[src/rtl/sabb_pkg.sv]
// shared types, constants and size table for the sprite attribute decoder
`timescale 1ns / 1ps
`default_nettype none

package sabb_pkg;

    localparam int SIZE_W  = 7;
    localparam int TILE_W  = 10;
    localparam int PRIO_W  = 2;
    localparam int PAL_W   = 4;
    localparam int MTX_W   = 5;
    localparam int FLAG_W  = 9;
    localparam int POS_W   = 16;
    localparam int EDGE_W  = 17;

    localparam int QUEUE_DEPTH = 2;

    // mode_flags bit positions
    localparam int FLAG_MOSAIC  = 2;
    localparam int FLAG_AFFINE  = 3;
    localparam int FLAG_FLIPX   = 4;
    localparam int FLAG_FLIPY   = 5;
    localparam int FLAG_DOUBLE  = 6;
    localparam int FLAG_DISABLE = 7;
    localparam int FLAG_EIGHT   = 8;

    // empty box values
    localparam logic signed [EDGE_W-1:0] BOX_EMPTY_MIN = 17'sd32767;
    localparam logic signed [EDGE_W-1:0] BOX_EMPTY_MAX = -17'sd32767;

    typedef enum logic [1:0] {
        SHAPE_SQUARE = 2'd0,
        SHAPE_WIDE   = 2'd1,
        SHAPE_TALL   = 2'd2,
        SHAPE_NONE   = 2'd3
    } shape_t;

    // decoded sprite entry passed from front to back
    typedef struct packed {
        logic [SIZE_W-1:0]        obj_width;
        logic [SIZE_W-1:0]        obj_height;
        logic [TILE_W-1:0]        tile_index;
        logic [PRIO_W-1:0]        draw_priority;
        logic [PAL_W-1:0]         palette_num;
        logic [MTX_W-1:0]         affine_index;
        logic [FLAG_W-1:0]        mode_flags;
        logic signed [POS_W-1:0]  pos_x;
        logic signed [POS_W-1:0]  pos_y;
        logic signed [EDGE_W-1:0] edge_right;
        logic signed [EDGE_W-1:0] edge_bottom;
        logic                     last_entry;
    } dec_t;

    // base size per size code: 8, 16, 32, 64
    function automatic logic [SIZE_W-1:0] base_size(input logic [1:0] code);
        logic [SIZE_W-1:0] r;
        unique case (code)
            2'd0:    r = 7'd8;
            2'd1:    r = 7'd16;
            2'd2:    r = 7'd32;
            default: r = 7'd64;
        endcase
        return r;
    endfunction

    // long side of a non-square sprite: 16, 32, 32, 64
    function automatic logic [SIZE_W-1:0] long_size(input logic [1:0] code);
        logic [SIZE_W-1:0] r;
        unique case (code)
            2'd0:    r = 7'd16;
            2'd1:    r = 7'd32;
            2'd2:    r = 7'd32;
            default: r = 7'd64;
        endcase
        return r;
    endfunction

    // short side of a non-square sprite: 8, 8, 16, 32
    function automatic logic [SIZE_W-1:0] short_size(input logic [1:0] code);
        logic [SIZE_W-1:0] r;
        unique case (code)
            2'd0:    r = 7'd8;
            2'd1:    r = 7'd8;
            2'd2:    r = 7'd16;
            default: r = 7'd32;
        endcase
        return r;
    endfunction

endpackage

`default_nettype wire

[src/rtl/sabb_front.sv]
// front stage: accepts sprite entries, decodes attributes and edges
`timescale 1ns / 1ps
`default_nettype none

module sabb_front
    import sabb_pkg::*;
(
    input  wire logic                    aclk,
    input  wire logic                    aresetn,
    input  wire logic                    s_valid,
    output logic                         s_ready,
    input  wire logic [15:0]             s_word0,
    input  wire logic [15:0]             s_word1,
    input  wire logic [15:0]             s_word2,
    input  wire logic signed [POS_W-1:0] s_pos_x,
    input  wire logic signed [POS_W-1:0] s_pos_y,
    input  wire logic                    s_last_entry,
    output logic                         push_valid,
    input  wire logic                    push_ready,
    output dec_t                         push_data
);

    logic   valid_reg;
    logic   valid_next;
    dec_t   data_reg;
    dec_t   dec;

    shape_t            shape;
    logic [1:0]        size_code;
    logic [SIZE_W-1:0] w;
    logic [SIZE_W-1:0] h;
    logic              affine;
    logic              bit9;

    always_comb begin
        shape     = shape_t'(s_word0[15:14]);
        size_code = s_word1[15:14];
        unique case (shape)
            SHAPE_SQUARE: begin
                w = base_size(size_code);
                h = base_size(size_code);
            end
            SHAPE_WIDE: begin
                w = long_size(size_code);
                h = short_size(size_code);
            end
            SHAPE_TALL: begin
                w = short_size(size_code);
                h = long_size(size_code);
            end
            default: begin
                // no table row: always 8x8
                w = 7'd8;
                h = 7'd8;
            end
        endcase

        affine = s_word0[8];
        bit9   = s_word0[9];

        dec.obj_width     = w;
        dec.obj_height    = h;
        dec.tile_index    = s_word2[9:0];
        dec.draw_priority = s_word2[11:10];
        dec.palette_num   = s_word2[15:12];
        dec.affine_index  = affine ? s_word1[13:9] : '0;

        dec.mode_flags               = '0;
        dec.mode_flags[1:0]          = s_word0[11:10];
        dec.mode_flags[FLAG_MOSAIC]  = s_word0[12];
        dec.mode_flags[FLAG_AFFINE]  = affine;
        dec.mode_flags[FLAG_FLIPX]   = !affine && s_word1[12];
        dec.mode_flags[FLAG_FLIPY]   = !affine && s_word1[13];
        dec.mode_flags[FLAG_DOUBLE]  = affine && bit9;
        dec.mode_flags[FLAG_DISABLE] = !affine && bit9;
        dec.mode_flags[FLAG_EIGHT]   = s_word0[13];

        dec.pos_x       = s_pos_x;
        dec.pos_y       = s_pos_y;
        dec.edge_right  = {s_pos_x[POS_W-1], s_pos_x} + {{(EDGE_W-SIZE_W){1'b0}}, w};
        dec.edge_bottom = {s_pos_y[POS_W-1], s_pos_y} + {{(EDGE_W-SIZE_W){1'b0}}, h};
        dec.last_entry  = s_last_entry;
    end

    assign s_ready    = !valid_reg || push_ready;
    assign push_valid = valid_reg;
    assign push_data  = data_reg;

    always_comb begin
        valid_next = valid_reg;
        if (s_ready) begin
            valid_next = s_valid;
        end
    end

    always_ff @(posedge aclk) begin
        if (!aresetn) begin
            valid_reg <= 1'b0;
        end else begin
            valid_reg <= valid_next;
        end
    end

    always_ff @(posedge aclk) begin
        if (s_valid && s_ready) begin
            data_reg <= dec;
        end
    end

endmodule

`default_nettype wire

[src/rtl/sabb_queue.sv]
// short queue of decoded entries between front and back
`timescale 1ns / 1ps
`default_nettype none

module sabb_queue
    import sabb_pkg::*;
#(
    parameter int DEPTH = QUEUE_DEPTH
) (
    input  wire logic aclk,
    input  wire logic aresetn,
    input  wire logic push_valid,
    output logic      push_ready,
    input  wire dec_t push_data,
    output logic      pop_valid,
    input  wire logic pop_ready,
    output dec_t      pop_data
);

    localparam int AW = (DEPTH > 1) ? $clog2(DEPTH) : 1;
    localparam int CW = $clog2(DEPTH + 1);

    dec_t          mem [DEPTH];
    logic [AW-1:0] wr_ptr_reg;
    logic [AW-1:0] wr_ptr_next;
    logic [AW-1:0] rd_ptr_reg;
    logic [AW-1:0] rd_ptr_next;
    logic [CW-1:0] count_reg;
    logic [CW-1:0] count_next;
    logic          do_push;
    logic          do_pop;

    assign push_ready = (count_reg != CW'(DEPTH));
    assign pop_valid  = (count_reg != '0);
    assign pop_data   = mem[rd_ptr_reg];
    assign do_push    = push_valid && push_ready;
    assign do_pop     = pop_valid && pop_ready;

    always_comb begin
        wr_ptr_next = wr_ptr_reg;
        rd_ptr_next = rd_ptr_reg;
        count_next  = count_reg;
        if (do_push) begin
            wr_ptr_next = (wr_ptr_reg == AW'(DEPTH - 1)) ? '0 : wr_ptr_reg + 1'b1;
        end
        if (do_pop) begin
            rd_ptr_next = (rd_ptr_reg == AW'(DEPTH - 1)) ? '0 : rd_ptr_reg + 1'b1;
        end
        case ({do_push, do_pop})
            2'b10:   count_next = count_reg + 1'b1;
            2'b01:   count_next = count_reg - 1'b1;
            default: count_next = count_reg;
        endcase
    end

    always_ff @(posedge aclk) begin
        if (!aresetn) begin
            wr_ptr_reg <= '0;
            rd_ptr_reg <= '0;
            count_reg  <= '0;
        end else begin
            wr_ptr_reg <= wr_ptr_next;
            rd_ptr_reg <= rd_ptr_next;
            count_reg  <= count_next;
        end
    end

    always_ff @(posedge aclk) begin
        if (do_push) begin
            mem[wr_ptr_reg] <= push_data;
        end
    end

endmodule

`default_nettype wire

[src/rtl/sabb_back.sv]
// back stage: running bounding box and result register
`timescale 1ns / 1ps
`default_nettype none

module sabb_back
    import sabb_pkg::*;
(
    input  wire logic                aclk,
    input  wire logic                aresetn,
    input  wire logic                pop_valid,
    output logic                     pop_ready,
    input  wire dec_t                pop_data,
    output logic                     m_valid,
    input  wire logic                m_ready,
    output logic [SIZE_W-1:0]        m_obj_width,
    output logic [SIZE_W-1:0]        m_obj_height,
    output logic [TILE_W-1:0]        m_tile_index,
    output logic [PRIO_W-1:0]        m_draw_priority,
    output logic [PAL_W-1:0]         m_palette_num,
    output logic [MTX_W-1:0]         m_affine_index,
    output logic [FLAG_W-1:0]        m_mode_flags,
    output logic signed [POS_W-1:0]  m_box_left,
    output logic signed [EDGE_W-1:0] m_box_right,
    output logic signed [POS_W-1:0]  m_box_top,
    output logic signed [EDGE_W-1:0] m_box_bottom,
    output logic                     m_cell_done
);

    logic                     out_valid_reg;
    logic                     out_valid_next;
    dec_t                     out_reg;
    logic signed [EDGE_W-1:0] box_l_reg, box_r_reg, box_t_reg, box_b_reg;

    logic signed [EDGE_W-1:0] acc_left_reg,   acc_left_next;
    logic signed [EDGE_W-1:0] acc_right_reg,  acc_right_next;
    logic signed [EDGE_W-1:0] acc_top_reg,    acc_top_next;
    logic signed [EDGE_W-1:0] acc_bottom_reg, acc_bottom_next;

    logic signed [EDGE_W-1:0] px;
    logic signed [EDGE_W-1:0] py;
    logic signed [EDGE_W-1:0] new_l, new_r, new_t, new_b;
    logic                     take;

    assign pop_ready = !out_valid_reg || m_ready;
    assign take      = pop_valid && pop_ready;

    always_comb begin
        px    = {pop_data.pos_x[POS_W-1], pop_data.pos_x};
        py    = {pop_data.pos_y[POS_W-1], pop_data.pos_y};
        new_l = (px < acc_left_reg) ? px : acc_left_reg;
        new_r = (pop_data.edge_right > acc_right_reg) ? pop_data.edge_right : acc_right_reg;
        new_t = (py < acc_top_reg) ? py : acc_top_reg;
        new_b = (pop_data.edge_bottom > acc_bottom_reg) ? pop_data.edge_bottom
                                                        : acc_bottom_reg;

        acc_left_next   = acc_left_reg;
        acc_right_next  = acc_right_reg;
        acc_top_next    = acc_top_reg;
        acc_bottom_next = acc_bottom_reg;
        if (take) begin
            // box goes back to empty once the cell is finished
            if (pop_data.last_entry) begin
                acc_left_next   = BOX_EMPTY_MIN;
                acc_right_next  = BOX_EMPTY_MAX;
                acc_top_next    = BOX_EMPTY_MIN;
                acc_bottom_next = BOX_EMPTY_MAX;
            end else begin
                acc_left_next   = new_l;
                acc_right_next  = new_r;
                acc_top_next    = new_t;
                acc_bottom_next = new_b;
            end
        end

        out_valid_next = out_valid_reg;
        if (pop_ready) begin
            out_valid_next = pop_valid;
        end
    end

    always_ff @(posedge aclk) begin
        if (!aresetn) begin
            out_valid_reg  <= 1'b0;
            acc_left_reg   <= BOX_EMPTY_MIN;
            acc_right_reg  <= BOX_EMPTY_MAX;
            acc_top_reg    <= BOX_EMPTY_MIN;
            acc_bottom_reg <= BOX_EMPTY_MAX;
        end else begin
            out_valid_reg  <= out_valid_next;
            acc_left_reg   <= acc_left_next;
            acc_right_reg  <= acc_right_next;
            acc_top_reg    <= acc_top_next;
            acc_bottom_reg <= acc_bottom_next;
        end
    end

    always_ff @(posedge aclk) begin
        if (take) begin
            out_reg   <= pop_data;
            box_l_reg <= new_l;
            box_r_reg <= new_r;
            box_t_reg <= new_t;
            box_b_reg <= new_b;
        end
    end

    assign m_valid         = out_valid_reg;
    assign m_obj_width     = out_reg.obj_width;
    assign m_obj_height    = out_reg.obj_height;
    assign m_tile_index    = out_reg.tile_index;
    assign m_draw_priority = out_reg.draw_priority;
    assign m_palette_num   = out_reg.palette_num;
    assign m_affine_index  = out_reg.affine_index;
    assign m_mode_flags    = out_reg.mode_flags;
    // the box includes this entry, so left and top always fit 16 bits
    assign m_box_left      = box_l_reg[POS_W-1:0];
    assign m_box_right     = box_r_reg;
    assign m_box_top       = box_t_reg[POS_W-1:0];
    assign m_box_bottom    = box_b_reg;
    assign m_cell_done     = out_reg.last_entry;

endmodule

`default_nettype wire

[src/rtl/sprite_attr_decode_bbox_top.sv]
// sprite attribute decoder with running cell bounding box
// path: an input beat reaches the result beat through the decode register, the queue and the result register
// throughput: one beat per cycle while m_ready holds high; the queue lets decode and box update stall on their own
// the box min/max update is a single 17-bit compare-select per edge in the back stage
// reset: synchronous active-low aresetn empties the queue, drops valids and clears the box
`timescale 1ns / 1ps
`default_nettype none

module sprite_attr_decode_bbox_top
    import sabb_pkg::*;
#(
    parameter int QDEPTH = QUEUE_DEPTH
) (
    input  wire logic                    aclk,
    input  wire logic                    aresetn,
    input  wire logic                    s_valid,
    output logic                         s_ready,
    input  wire logic [15:0]             s_word0,
    input  wire logic [15:0]             s_word1,
    input  wire logic [15:0]             s_word2,
    input  wire logic signed [POS_W-1:0] s_pos_x,
    input  wire logic signed [POS_W-1:0] s_pos_y,
    input  wire logic                    s_last_entry,
    output logic                         m_valid,
    input  wire logic                    m_ready,
    output logic [SIZE_W-1:0]            m_obj_width,
    output logic [SIZE_W-1:0]            m_obj_height,
    output logic [TILE_W-1:0]            m_tile_index,
    output logic [PRIO_W-1:0]            m_draw_priority,
    output logic [PAL_W-1:0]             m_palette_num,
    output logic [MTX_W-1:0]             m_affine_index,
    output logic [FLAG_W-1:0]            m_mode_flags,
    output logic signed [POS_W-1:0]      m_box_left,
    output logic signed [EDGE_W-1:0]     m_box_right,
    output logic signed [POS_W-1:0]      m_box_top,
    output logic signed [EDGE_W-1:0]     m_box_bottom,
    output logic                         m_cell_done
);

    logic push_valid, push_ready;
    dec_t push_data;
    logic pop_valid, pop_ready;
    dec_t pop_data;

    sabb_front u_front (
        .aclk         (aclk),
        .aresetn      (aresetn),
        .s_valid      (s_valid),
        .s_ready      (s_ready),
        .s_word0      (s_word0),
        .s_word1      (s_word1),
        .s_word2      (s_word2),
        .s_pos_x      (s_pos_x),
        .s_pos_y      (s_pos_y),
        .s_last_entry (s_last_entry),
        .push_valid   (push_valid),
        .push_ready   (push_ready),
        .push_data    (push_data)
    );

    sabb_queue #(
        .DEPTH (QDEPTH)
    ) u_queue (
        .aclk       (aclk),
        .aresetn    (aresetn),
        .push_valid (push_valid),
        .push_ready (push_ready),
        .push_data  (push_data),
        .pop_valid  (pop_valid),
        .pop_ready  (pop_ready),
        .pop_data   (pop_data)
    );

    sabb_back u_back (
        .aclk            (aclk),
        .aresetn         (aresetn),
        .pop_valid       (pop_valid),
        .pop_ready       (pop_ready),
        .pop_data        (pop_data),
        .m_valid         (m_valid),
        .m_ready         (m_ready),
        .m_obj_width     (m_obj_width),
        .m_obj_height    (m_obj_height),
        .m_tile_index    (m_tile_index),
        .m_draw_priority (m_draw_priority),
        .m_palette_num   (m_palette_num),
        .m_affine_index  (m_affine_index),
        .m_mode_flags    (m_mode_flags),
        .m_box_left      (m_box_left),
        .m_box_right     (m_box_right),
        .m_box_top       (m_box_top),
        .m_box_bottom    (m_box_bottom),
        .m_cell_done     (m_cell_done)
    );

endmodule

`default_nettype wire
[config.mk]
export PLATFORM = sky130hd
export DESIGN_NAME = sprite_attr_decode_bbox_top
export DESIGN_NICKNAME = d
export VERILOG_FILES = /design/src/rtl/sabb_pkg.sv /design/src/rtl/sabb_front.sv /design/src/rtl/sabb_queue.sv /design/src/rtl/sabb_back.sv /design/src/rtl/sprite_attr_decode_bbox_top.sv
export SDC_FILE = /design/constraint.sdc
export NUM_CORES = 1
export LEC_CHECK = 0
export BUFFER_PORTS_ARGS = -buffer_cell sky130_fd_sc_hd__buf_4
export CAP_MARGIN = 10
export CORE_MARGIN = 8
export CORE_UTILIZATION = 25
export DETAILED_ROUTE_END_ITERATION = 16
export PLACE_DENSITY = 0.48
export SKIP_CTS_REPAIR_TIMING = 1
export SYNTH_ARGS = -nofsm -noshare
export SYNTH_HDL_FRONTEND = slang
export SYNTH_SLANG_ARGS = --single-unit
[constraint.sdc]
create_clock -name aclk -period 4.92 [get_ports aclk]
set_input_delay 0.984 -clock aclk [delete_from_list [all_inputs] [get_ports aclk]]
set_output_delay 0.984 -clock aclk [all_outputs]
set_load 0.02 [all_outputs]
== After elaboration in Yosys (flattened, before gate mapping) ==
Memory sizes are Yosys's and may differ from the RTL's. A register that Yosys moved wholly into a read port is not among the register bits.
Cells that the tools add are included.
Word-level totals
  RAM bits: 222
  input port bits: 85
  register bits after elaboration: 296
  bits in latches: 0
  output and inout port bits: 113
  bits in read-only memories: 0
  memories: 1
Cells by class
  add/sub/neg operators: 6
  reductions and logical operators: 18
  bitwise logic cells: 0
  $lt $le $gt $ge: 4
  multiply operators: 0
  div/mod/pow operators: 0
  eq/ne operators: 7
  muxes and demuxes: 20
  shift-type cells: 0
Memory list
  u_queue.mem: depth 2, bits a word 111, read ports 1, clocked after memory_dff 1, write ports 1, RTL line sabb_queue.sv:23  | dec_t mem [DEPTH];
Operator list (count)
  $mux 17: 8
  $pmux 7 s3: 3
  $add 16x8->17: 2
  $gt 17x17->1: 2
  $lt 16x17->1: 2
  $pmux 7 s2: 1
  $pmux 6 s2: 1
  $logic_and 1x1->1: 7
  $eq 2x1->1 const B: 3
  $eq 2x2->1 const B: 3
  $mux 1: 6
  $logic_not 2->1: 2
  $pmux 2 s2: 1
  $reduce_bool 2->1: 2
  $reduce_or 2->1: 2
  $logic_not 1->1: 3
  $add 1x1->1 const B: 2
  $add 2x1->2 const B: 1
  $logic_or 1x1->1: 2
  $ne 2x2->1 const B: 1
  $sub 2x1->2 const B: 1

== Logic depth before layout (Yosys ltp) ==
Gate-level depths: netlist of run 1.
  depth in word-level cells: 5
  depth in mapped cells: 13

== By module ==
From an unflattened synthesis of run 1, not the netlist that was laid out.
Second synthesis, totals
  cell total of the unflattened synthesis: 1275
  area total of the unflattened synthesis: 20348.3 um2
Modules (own cells, without submodules)
  sabb_queue: sequential area each 6766.5 um2, area an instance 8234.1 um2, times used 1, cells an instance 369
  sabb_back: sequential area each 4714.5 um2, area an instance 8087.8 um2, times used 1, cells an instance 662
  sabb_front: sequential area each 2992.9 um2, area an instance 4026.4 um2, times used 1, cells an instance 244

== Least setup slack after synthesis of run 1 ==
OpenSTA, ideal clock, no wires.
  path kind: register to register
  start: reg u_queue.count_reg[0]
  end: mem u_queue.mem[0][0] (netlist name), enable pin
  required time: 4.363 ns
  setup time: 0.557 ns
  cell stages (with the launch flop): 4
  setup slack: -0.387 ns
  clock period less this slack: 5.307 ns
  arrival time: 4.749 ns
  path through: dfxtp_1 nand2b_1 nand2_1 nor2_1
Between the ends
  cells in the longest elaborated chain, start to end: 4
Ends and longest elaborated chain
  start, declared: RTL line sabb_queue.sv:28  | logic [CW-1:0] count_reg;
  start signal, assigned: RTL line sabb_queue.sv:64  | count_reg <= count_next;
  $ne 2x2->1: RTL line sabb_queue.sv:33  | assign push_ready = (count_reg != CW'(DEPTH));
  $logic_and 1x1->1: RTL line sabb_queue.sv:36  | assign do_push = push_valid && push_ready;
  $mux 1: RTL line sabb_queue.sv:69  | if (do_push) begin
  $mux 1 (implied by the code): RTL line sabb_queue.sv:70  | mem[wr_ptr_reg] <= push_data;
  end, declared: RTL line sabb_queue.sv:23
No other way between the ends.

==> results summary, run 1 <==
The final hold violation count is 0. Max-cap violations in this run came to 0. The critical path is of the reg2reg type. The arrival time reported for the critical path endpoint came out at roughly 4.3 ns. For the final database, setup skew stands at 0.01078 ns.

The final worst-path cycle share is between 80% and 90%. The timing-limited maximum frequency came out at roughly 0.25 GHz. The cell area after synthesis came out at approximately 19000 um2. The number of library cell types mapped by synthesis is 63. The flip-flop count of the largest register after layout came out at ~200. The final global-route overflow total is 0. The clock latency on the worst-skew pair is 0.59 ns. Setup violations remaining at the end of the flow were counted as 0. The detailed-route vias per instance is 4.254. For this run, the total global-route usage over all layers was measured as between 10% and 20%.

The delay of the slowest cell on the worst path came out at around 0.54 ns. After synthesis, flip-flops and latches occupy 70.32% of the total area. The clock drives around 480 sinks. Walking the worst path, the cells encountered are buf_12, mux2_2, ha_1, a21oi_1, o21ai_0, a221o_1, nor3b_2, buf_4, or2_1, buf_4, a21oi_1. CTS placed an instance of sky130_fd_sc_hd__clkbuf_16 at the clock tree root. The final weighted congestion in routability-driven placement is just over 0.8. Adding up every negative setup slack in the final design gives 0 ns.

The most used flip-flop cell after synthesis is sky130_fd_sc_hd__edfxtp_1. The total I/O pin count is between 150 and 200. The fraction of final layout cells sized beyond drive strength 1 came out at between 20% and 30%. From left edge to right edge, the die measures approximately 290 um. The number of DRC violations after detailed-routing iteration 0 is roughly 490. The standard-cell row count came out at 102. The total leakage power is 8.587 nW. After legalization and detailed placement, the total HPWL measured 29820 um.

Measured against its own limit, the worst slew margin works out to 34.18%. The transition time at the pin with the least slew margin is about 0.99 ns. The kind of cell with the highest combined delay on the critical path is buffers and inverters.

The die span in y came out at about 300 um. In this run the number of H-tree levels came out at 2. The clock transition at the registers of the reported paths is 0.06 ns.

Setup repair after global routing left no endpoint under its margin. The power per cell area is between 500 and 600 nW/um2. The required time at the endpoint of the critical path came out at 5.25 ns. For this block, the routed nets add up to 45270 um of wire. Counting flops and latches in the post-synthesis netlist gives between 400 and 500. The flow ran to the end, and the final reports show no timing, DRC or antenna violations. The floorplan step defined a die boundary enclosing 86360 um2. The slowest stage of the critical path belongs to the cell sky130_fd_sc_hd__or2_1. The gate count of the mapped netlist is ~1300. The count of synthesis-stage warnings from yosys is 0.

The first global-routing pass estimated between 60000 and 70000 um of wire. The initial core utilization came out at 25.08%. The buffer depth of the longest clock path came out at 3. The post-detailed-route DRC marker count is 0. VDD sags by at most 0.3801 mV.

TritonCTS built the clock tree. The pin count of the biggest net entering global routing came out at 100. The worst setup path is captured at a flip-flop. The worst path buffer plus inverter count came out at 3. Counting flops with an async set or reset pin after synthesis yields a share of 0%. The average cell area after synthesis is roughly 15 um2. The region available for standard cell placement spans between 70000 and 80000 um2. Yosys mapped a number of flops with a built-in enable equal to roughly 400. The post-detailed-route count of antenna-violating nets came out at 0.

The area added between synthesis and finish came out at 22.43%. The net count of the finished layout is 1628. The max-slew violation count is 0.

The final core area utilization came out at a little under a third. The via count of the routed design is about 11000. In this run the worst path has a maximum fanout of 72. The smallest clock period supported by the final layout is computed as ~4.0 ns. The startpoint kind of the worst setup timing path is a flip-flop. Dividing the detail-routed wire length by the instance count gives 17.78 um. The via count of the first global-routing pass is approximately 12000. The first detailed-routing pass took 5 iterations. The min-delay analysis places its worst path in the category reg2reg. Counting flops per register, the top entry is u_queue.mem. Counting the buffers created by CTS gives 53. The number of antenna violations at the first check in global routing came out at 3. Port buffering added 174 buffers.
==> worst reg2reg max path: cells and delay by family, from the launching register on <==
family | cells | cell delay (ns)
muxes | 1 | 0.48
DFF | 1 | 0.35
adders and majority gates | 1 | 0.31
and+or+nand+nor | 2 | 0.71
buffers and inverters | 3 | 0.99
AOI/OAI and AO/OA | 4 | 0.88
==> layout by cell type, fill, tap and decap left out, types with 6 or more instances in the layout <==
cell type | Yosys | routed
sky130_fd_sc_hd__edfxtp_1 | 402 | 402
sky130_fd_sc_hd__buf_4 | 6 | 193
sky130_fd_sc_hd__mux2_2 | 113 | 113
sky130_fd_sc_hd__inv_1 | 99 | 99
sky130_fd_sc_hd__a21oi_1 | 81 | 81
sky130_fd_sc_hd__ha_1 | 80 | 80
sky130_fd_sc_hd__dfxtp_1 | 75 | 74
sky130_fd_sc_hd__clkbuf_16 | 0 | 55
sky130_fd_sc_hd__nand2_1 | 38 | 38
sky130_fd_sc_hd__nand3_1 | 37 | 37
sky130_fd_sc_hd__o21ai_0 | 35 | 35
sky130_fd_sc_hd__nor3_1 | 22 | 22
sky130_fd_sc_hd__o32a_1 | 18 | 18
sky130_fd_sc_hd__nor2b_1 | 16 | 16
sky130_fd_sc_hd__a32o_1 | 16 | 16
sky130_fd_sc_hd__a32oi_1 | 16 | 16
sky130_fd_sc_hd__nor2_1 | 16 | 14
sky130_fd_sc_hd__xnor2_1 | 14 | 14
sky130_fd_sc_hd__o32ai_1 | 14 | 14
sky130_fd_sc_hd__xor2_1 | 12 | 12
sky130_fd_sc_hd__nand4_1 | 12 | 12
sky130_fd_sc_hd__clkinv_1 | 1 | 12
sky130_fd_sc_hd__clkbuf_1 | 32 | 12
sky130_fd_sc_hd__clkinv_2 | 1 | 10
sky130_fd_sc_hd__a21o_1 | 8 | 8
sky130_fd_sc_hd__and2_1 | 9 | 8
sky130_fd_sc_hd__nand2b_1 | 6 | 6
sky130_fd_sc_hd__conb_1 | 1 | 6
==> power by group <==
part	internal [mW]	switching (mW)	total (mW)
Clock	2.33	1.60	3.93
Sequential	5.41	0.265	5.68
Combinational	1.43	2.38	3.80
Total	9.17	4.24	13.4
==> metrics by stage <==
step | power, mW | setup slack [ns] | std cells | instance area (um2) | hold WS [ns]
CTS | 13.68 | 0.9224 | 2546 | 23630 | 0.4386
finish | 13.41 | 0.9501 | 2547 | 23630 | 0.4411
detailed placement | 9.638 | 0.9333 | 2446 | 21900 | 0.4290
global route | 14.16 | 0.7114 | 2546 | 23630 | 0.4426
global placement | 9.575 | 1.042 | 2446 | 21900 | 0.4225
floorplan | 8.109 | 1.181 | 1262 | 19320 | 0.4215
==> final timing paths <==
kind	startpoint	end	slack, ns	depth (start not counted)
hold / removal	u_front.push_data[89]	u_queue.mem[1][89]	0.44	0
hold reg to reg	u_front.push_data[89]	u_queue.mem[1][89]	0.44	0
setup reg to reg	flip-flop	u_back.box_t_reg[7]	0.95	11
setup / recovery	flip-flop	u_back.box_t_reg[7]	0.95	11
==> layer usage <==
layer	GRT usage, %	part of all wire [%]	up-vias
li1	-	-	5210
met1	12.48	43	5334
met2	17.24	48	207
met3	3.145	6.4	80
met4	3.211	2.6	4
met5	0	0.053	-
==> synthesized netlist by cell type, drive strengths merged, types with 8 or more instances <==
library cell  number  area (um2)
a21o               8       60.06
a21oi             82       414.2
a32o              16       160.2
a32oi             16       140.1
and2              10       62.56
buf               20       137.6
clkbuf            32       120.1
dfxtp             75        1501
edfxtp           402       12070
ha                80        1001
inv              100       375.4
mux2             116        1310
nand2             38       142.6
nand3             37       185.2
nand4             13       96.34
nor2              16       60.06
nor2b             16       100.1
nor3              22       110.1
o21ai             37       185.2
o32a              18       180.2
o32ai             14       122.6
xnor2             14       122.6
xor2              12       105.1
==> cell type report <==
| class | instances | area, um2 |
|---|---|---|
| antenna | 1 | 2.502 |
| clock buffer | 69 | 1449 |
| clock inverter | 31 | 284.0 |
| fill | 7635 | 53320 |
| inverter | 102 | 386.6 |
| multi-input combinational | 631 | 5124 |
| sequential | 477 | 13580 |
| tap | 1040 | 1301 |
| timing repair buffer | 196 | 1509 |
==> logic make-up after synthesis <==
logic type / Yosys count / synth area share (%)
simple gates: 179 / 4.875
xor+xnor: 26 / 1.180
fa+ha+maj: 82 / 5.393
flops: 477 / 70.32
buf+inv: 154 / 3.325
mux: 118 / 6.955
other cells: 1 / 0.01943
compound gates: 220 / 7.934
Power figures use the tool's default switching activity.
==> run 2: changes to the inputs <==
- clock period: 4.92 -> 3.35 ns (I/O delays scaled with it)
==> run 2 against run 1 <==
Compared with the run above: die area unchanged; power up 50%; sequential share of layout area down 1.1 points; clock skew up 0.0016 ns; first-iteration DRC count up 1.4%; sequential power up 47%; clock-buffer cell count down 1; worst setup slack worse by 0.76 ns; cell area up 1.9%; clock power up 50%.
==> results summary, run 2 (synthesis gave the netlist of run 1 again) <==
The run finished with clean final reports. The fraction of final layout cells sized beyond drive strength 1 is 29.07%. The placeable core region is about 77000 um2.

The HPWL after detailed placement is 31250 um. The number of antenna violations at the first check in global routing is 2. The transition time at the pin with the least slew margin came out at ~0.69 ns. Along the worst path, the maximum fanout reaches 20. The initialized floorplan defines 102 standard-cell rows.

The routing usage on met1 came out at between 10% and 20%. The area added between synthesis and finish is 24.74%. The deepest level of the CTS H-tree is 2. The library cells used most frequently in the layout, excluding fill and tap cells, are sky130_fd_sc_hd__edfxtp_1 (402), sky130_fd_sc_hd__buf_4 (222), sky130_fd_sc_hd__mux2_2 (113), sky130_fd_sc_hd__inv_1 (99), sky130_fd_sc_hd__a21oi_1 (81). The met3 routing resource usage after global routing came out at roughly 2.6%. The filler-free cell count of the finished design is 2582. The max-slew violation count came out at 0.

CTS saw 477 sinks. The endpoint type of the worst setup path is a flip-flop. Derived from the worst setup path, the maximum achievable clock frequency is 0.3165 GHz. The delay of the slowest cell on the worst path is 0.42 ns. The endpoint with the worst hold slack is u_front.push_data[18]. The final weighted congestion in routability-driven placement came out at approximately 0.81. The overall fraction of global-route tracks in use came out at 10.22%. Leaving out fill and tap cells, the most frequent cell in the layout is sky130_fd_sc_hd__edfxtp_1. The worst hold slack came out at 0.2625 ns.

The count of nets left with antenna violations once routing finished came out at 0. TritonCTS created 52 clock buffers. The remaining max-slew budget at the tightest pin is between 50% and 60%. around 200 I/O pins were placed. Cells fill a little under a third of the core in the end. Counting along the longest clock path gives a buffer depth of 3.

On the critical path the largest part of the delay comes from simple AND/OR/NAND/NOR gates. Between clock sinks in the finished design, the worst skew comes to 0.01240 ns. The final global-route overflow total is 0. The die span in y is 293.9 um. The kind of path behind the tightest hold check is in2reg. The post-detailed-route DRC marker count came out at 0. The setup slack of the worst register-to-register path is about 0.19 ns. Setup violations remaining at the end of the flow were counted as 0. The required time at the endpoint of the critical path came out at approximately 3.8 ns. The pin count of the biggest net entering global routing is 60. The arrival time reported for the critical path endpoint came out at 3.56 ns. The reg-to-reg endpoint is u_back.box_t_reg[5]. In this run the most used layer during global routing was met2. The register with the most flip-flops in the final layout is u_queue.mem. The worst setup path is launched from a flip-flop. For this run, the post-layout net count is approximately 1700. The floorplan step defined a die boundary enclosing 86360 um2. The maximum vdd ir drop is 0.4499 mV. CTS placed an instance of sky130_fd_sc_hd__clkbuf_16 at the clock tree root.

The total power consumption of the routed design came out at about 20 mW. The count of input and output buffers came out at ~170. The analysis attributes to cell leakage a power of around 8.8 nW. The detailed-route vias per instance is roughly 4.3. The clock transition at the registers of the reported paths is roughly 0.060 ns. The clock latency on the worst-skew pair came out at approximately 0.58 ns. The power per cell area came out at 832.8 nW/um2.

The number of placed instances with taps included is roughly 2500. In this run the most critical hold path is launched from s_pos_x[0]. The final hold violation count is 0.

The final period demand of the worst path is about 3.2 ns. The number of optimization iterations in the first detailed-route pass came out at 4. The via count of the first global-routing pass is around 12000. The tool flagged a number of max-cap violations equal to 0. The routing usage on met2 came out at 16.97%. TritonCTS built the clock tree. The number of DRC violations after detailed-routing iteration 0 came out at between 400 and 500.

The wire length of the first global-routing pass came out at approximately 69000 um. Traced cell by cell, the critical path runs through buf_12, mux2_2, ha_1, nand4_1, nor4_2, o41ai_2, nor3b_2, or2_1, buf_4, a21oi_1. The number of cells on the worst reg-to-reg path is 10. The critical path class is reg2reg. The final worst-path cycle share is between 90 and 100%. The register with the most flip-flops in the layout has slightly below 200 of them. The average wire length per cell after detail routing is 17.40 um.

Counting instances, the worst hold path has a depth of 1. The via count of the routed design came out at between 10000 and 15000. The overall die width came out at 293.9 um. The worst path buffer plus inverter count is 2. The summed negative setup slack over all endpoints is 0 ns. The routed wire length came out at 44930 um.

The slowest library cell on the worst path is sky130_fd_sc_hd__dfxtp_4. For this configuration, the core starts out at a cell density of 25.08%.
## run 2: cell count changes in the layout (fill, tap and decap cells not counted), sizes merged
| cell | before | now |
|---|---|---|
| clkbuf | 69 | 68 |
| buf | 196 | 234 |
| bufinv | 5 | 7 |
| inv | 101 | 100 |
| clkinvlp | 4 | 3 |
| clkinv | 23 | 21 |
## run 2: worst max-delay path by stage
stage	startpoint	to	slack (ns)	cells past startpoint
after floorplan	flip-flop	u_back.box_t_reg[15]	0.003	11
after global placement	s_word1[15]	u_front.push_data[12]	-0.04	15
after detailed placement	s_word1[15]	u_front.push_data[16]	-0.11	14
after CTS	flip-flop	u_back.box_t_reg[1]	0.1	10
after global routing	flip-flop	u_back.box_t_reg[3]	-0.01	10
final	flip-flop	u_back.box_t_reg[5]	0.19	10
## run 2: metal layers
metal | part of all wire [%] | wire length, um
met3 | 5.7 | 2577
met5 | 0.027 | 12
met4 | 2.6 | 1188
met1 | 44 | 19660
met2 | 48 | 21490
## run 2: layout make-up
type	instances	area [um2]
Inverter	102	386.6
Tap cell	1040	1301
Timing Repair Buffer	234	1907
Fill cell	7619	52880
Clock inverter	29	330.3
Antenna cell	1	2.502
Sequential cell	477	13580
Multi-Input combinational cell	631	5130
Clock buffer	68	1444
## run 2: report_power, final
group | switching (mW) | leakage [nW] | internal, mW | total (mW)
Combinational | 3.52 | 3.60 | 2.32 | 5.84
Clock | 2.32 | 0.866 | 3.57 | 5.89
Sequential | 0.394 | 4.37 | 7.93 | 8.33
## run 2: metrics by stage
stage,setup WS [ns],instance area (um2)
finish,0.1908,24080
global route,-0.01198,24080
CTS,0.09993,24070
detailed placement,-0.1062,22300
global placement,-0.03713,22300
floorplan,0.003092,19330
==> run 3: changes to the inputs <==
- PLACE_DENSITY: 0.48 -> 0.46
- clock period: 3.35 -> 3.7 ns (I/O delays scaled with it)
==> run 3 against run 2 <==
Compared with the run above: cell area is 1.2% lower; critical path depth is 1 higher; fmax is 9.5% lower; utilization is 0.36 points lower; sequential power is 9.0% lower; sequential share of layout area is 0.66 points higher; flip-flop and latch count stayed put.
==> results summary, run 3 (synthesis gave the netlist of run 1 again) <==
Of the cells placed in the final design, the portion with a size suffix greater than 1 is 27.92%. Dividing total power by cell area gives a power density of 754.4 nW/um2. The average wire length per cell after detail routing is between 15 and 20 um.

The final weighted congestion in routability-driven placement came out at just under 0.8. The final period demand of the worst path is around 3.5 ns. The routed wire length came out at between 40000 and 50000 um. Once detail routing completed, the nets flagged for antenna violations numbered 0. The number of placed instances with taps included came out at 2465. The total I/O pin count is ~200. The final global-route overflow total is 0. Cells fill between 30% and 40% of the core in the end. STA classifies the critical path startpoint as a flip-flop. After filler insertion, the fill cell instance count of the layout stands at roughly 7700. The via count of the first global-routing pass was between 10000 and 15000. The critical path is of the reg2reg type.

Across all hold checks on the routed design, the worst slack comes to around 0.32 ns. The transition time at the pin with the least slew margin came out at ~0.8 ns. The buffer depth of the longest clock path is 3. The HPWL after detailed placement is between 30000 and 40000 um. The final instance area came out at 23800 um2. The CTS buffer count came out at 53. The clock latency on the worst-skew pair is 0.60 ns. STA classifies the critical path endpoint as a flip-flop. In the layout the commonest cells are sky130_fd_sc_hd__edfxtp_1 (402), sky130_fd_sc_hd__buf_4 (210), sky130_fd_sc_hd__mux2_2 (113), sky130_fd_sc_hd__inv_1 (99), sky130_fd_sc_hd__a21oi_1 (81). The final worst-path cycle share came out at a little over nine tenths. The timing-limited maximum frequency is approximately 0.29 GHz. TritonCTS built the clock tree. The kind of path behind the tightest hold check is in2reg.

The remaining max-slew budget at the tightest pin is between 40% and 50%. The total leakage power is 8.700 nW. The max-slew violation count was 0. The number of optimization iterations in the first detailed-route pass came out at 5.

The count of input and output buffers is around 170. The library cell used most frequently in the layout, excluding fill and tap cells, is sky130_fd_sc_hd__edfxtp_1. The summed negative setup slack over all endpoints came out at 0 ns. The maximum vdd ir drop came out at about 0.42 mV. Using the TritonRoute via totals, the vias-per-cell ratio works out to about 4.2. The net count of the finished layout is between 1500 and 2000. The run finished with clean final reports.

The total power consumption of the routed design is about 18 mW. The final hold violation count is 0. Clock skew on the completed layout was measured at 0.01241 ns. The minimum setup slack after placement came out at approximately 0.19 ns. The number of DRC violations after detailed-routing iteration 0 is 555. The clock transition at the registers of the reported paths came out at ~0.060 ns. Once layout is complete, the cells apart from fillers number about 2600.

The standard-cell row count came out at ~100. The register with the most flip-flops in the final layout is u_queue.mem. The setup slack of the critical path after layout came out at 0.2075 ns. The overall fraction of global-route tracks in use is between 10 and 15%. The area added between synthesis and finish came out at 23.30%. Along the worst path, the maximum fanout reaches 21. The floorplan step defined a die boundary enclosing 86360 um2.

The via count of the routed design is roughly 11000. For the worst setup path, the data required time is around 4.2 ns. The initial core utilization came out at 25.08%. Setup repair after global routing left no endpoint under its margin.

The flip-flop count of the largest register after layout came out at slightly below 200. The placeable core region is slightly below 80000 um2. The die span in y is 293.9 um. At the worst endpoint, the arrival time is around 4 ns.

Measured along the x axis, the die boundary spans just under 300 um. The deepest level of the CTS H-tree came out at 2. Setup violations remaining at the end of the flow were counted as 0. In this run the clock root is driven by a sky130_fd_sc_hd__clkbuf_16. After detailed routing, the number of remaining DRC violations is 0. Max-cap violations in this run came to 0. The wire length of the first global-routing pass came out at 69080 um.

The number of antenna violations at the first check in global routing is 4. The pin count of the biggest net entering global routing is 100. The clock sink count came out at roughly 480. Summing all placed instances gives a cell area of ~22000 um2.
## run 3: worst paths after layout
| check | slack (ns) | from | endpoint | cells after the start |
|---|---|---|---|---|
| max | 0.21 | flip-flop | u_back.acc_top_reg[15] | 11 |
| min | 0.32 | s_word2[14] | u_front.push_data[83] | 1 |
| max reg2reg | 0.21 | flip-flop | u_back.acc_top_reg[15] | 11 |
| min reg2reg | 0.44 | u_front.push_data[69] | u_queue.mem[0][69] | 0 |
## run 3: routing by layer
metal | track usage (%) | wire, um
met1 | 13.06 | 20150
met2 | 16.91 | 21180
met3 | 2.888 | 2813
met4 | 2.995 | 1009
met5 | 0 | 37
## run 3: worst max-delay path, cell delays in order, from the launching register on
cell	delay (ns)
sky130_fd_sc_hd__dfxtp_4	0.50
sky130_fd_sc_hd__buf_12	0.23
sky130_fd_sc_hd__mux2_2	0.41
sky130_fd_sc_hd__ha_1	0.37
sky130_fd_sc_hd__nand4_1	0.15
sky130_fd_sc_hd__nor4_1	0.48
sky130_fd_sc_hd__o41ai_2	0.19
sky130_fd_sc_hd__a21oi_1	0.21
sky130_fd_sc_hd__buf_4	0.28
sky130_fd_sc_hd__o31ai_2	0.10
sky130_fd_sc_hd__buf_4	0.21
sky130_fd_sc_hd__a32o_1	0.21
## run 3: power by group
group          internal, mW  switching, mW
combinational          1.96           3.14
sequential             7.19          0.382
clock                  3.11           2.16
total                  12.3           5.68
## run 3: cell type report
type                       instances  area (um2)  area share (%)
antenna                            1       2.502         0.01051
clock buffer                      61        1356           5.699
inverter                         102       386.6           1.625
timing repair buffer             215        1677           7.045
tap                             1040        1301           5.468
clock inverter                    36       375.4           1.577
multi-input combinational        631        5124           21.53
sequential                       477       13580           57.05
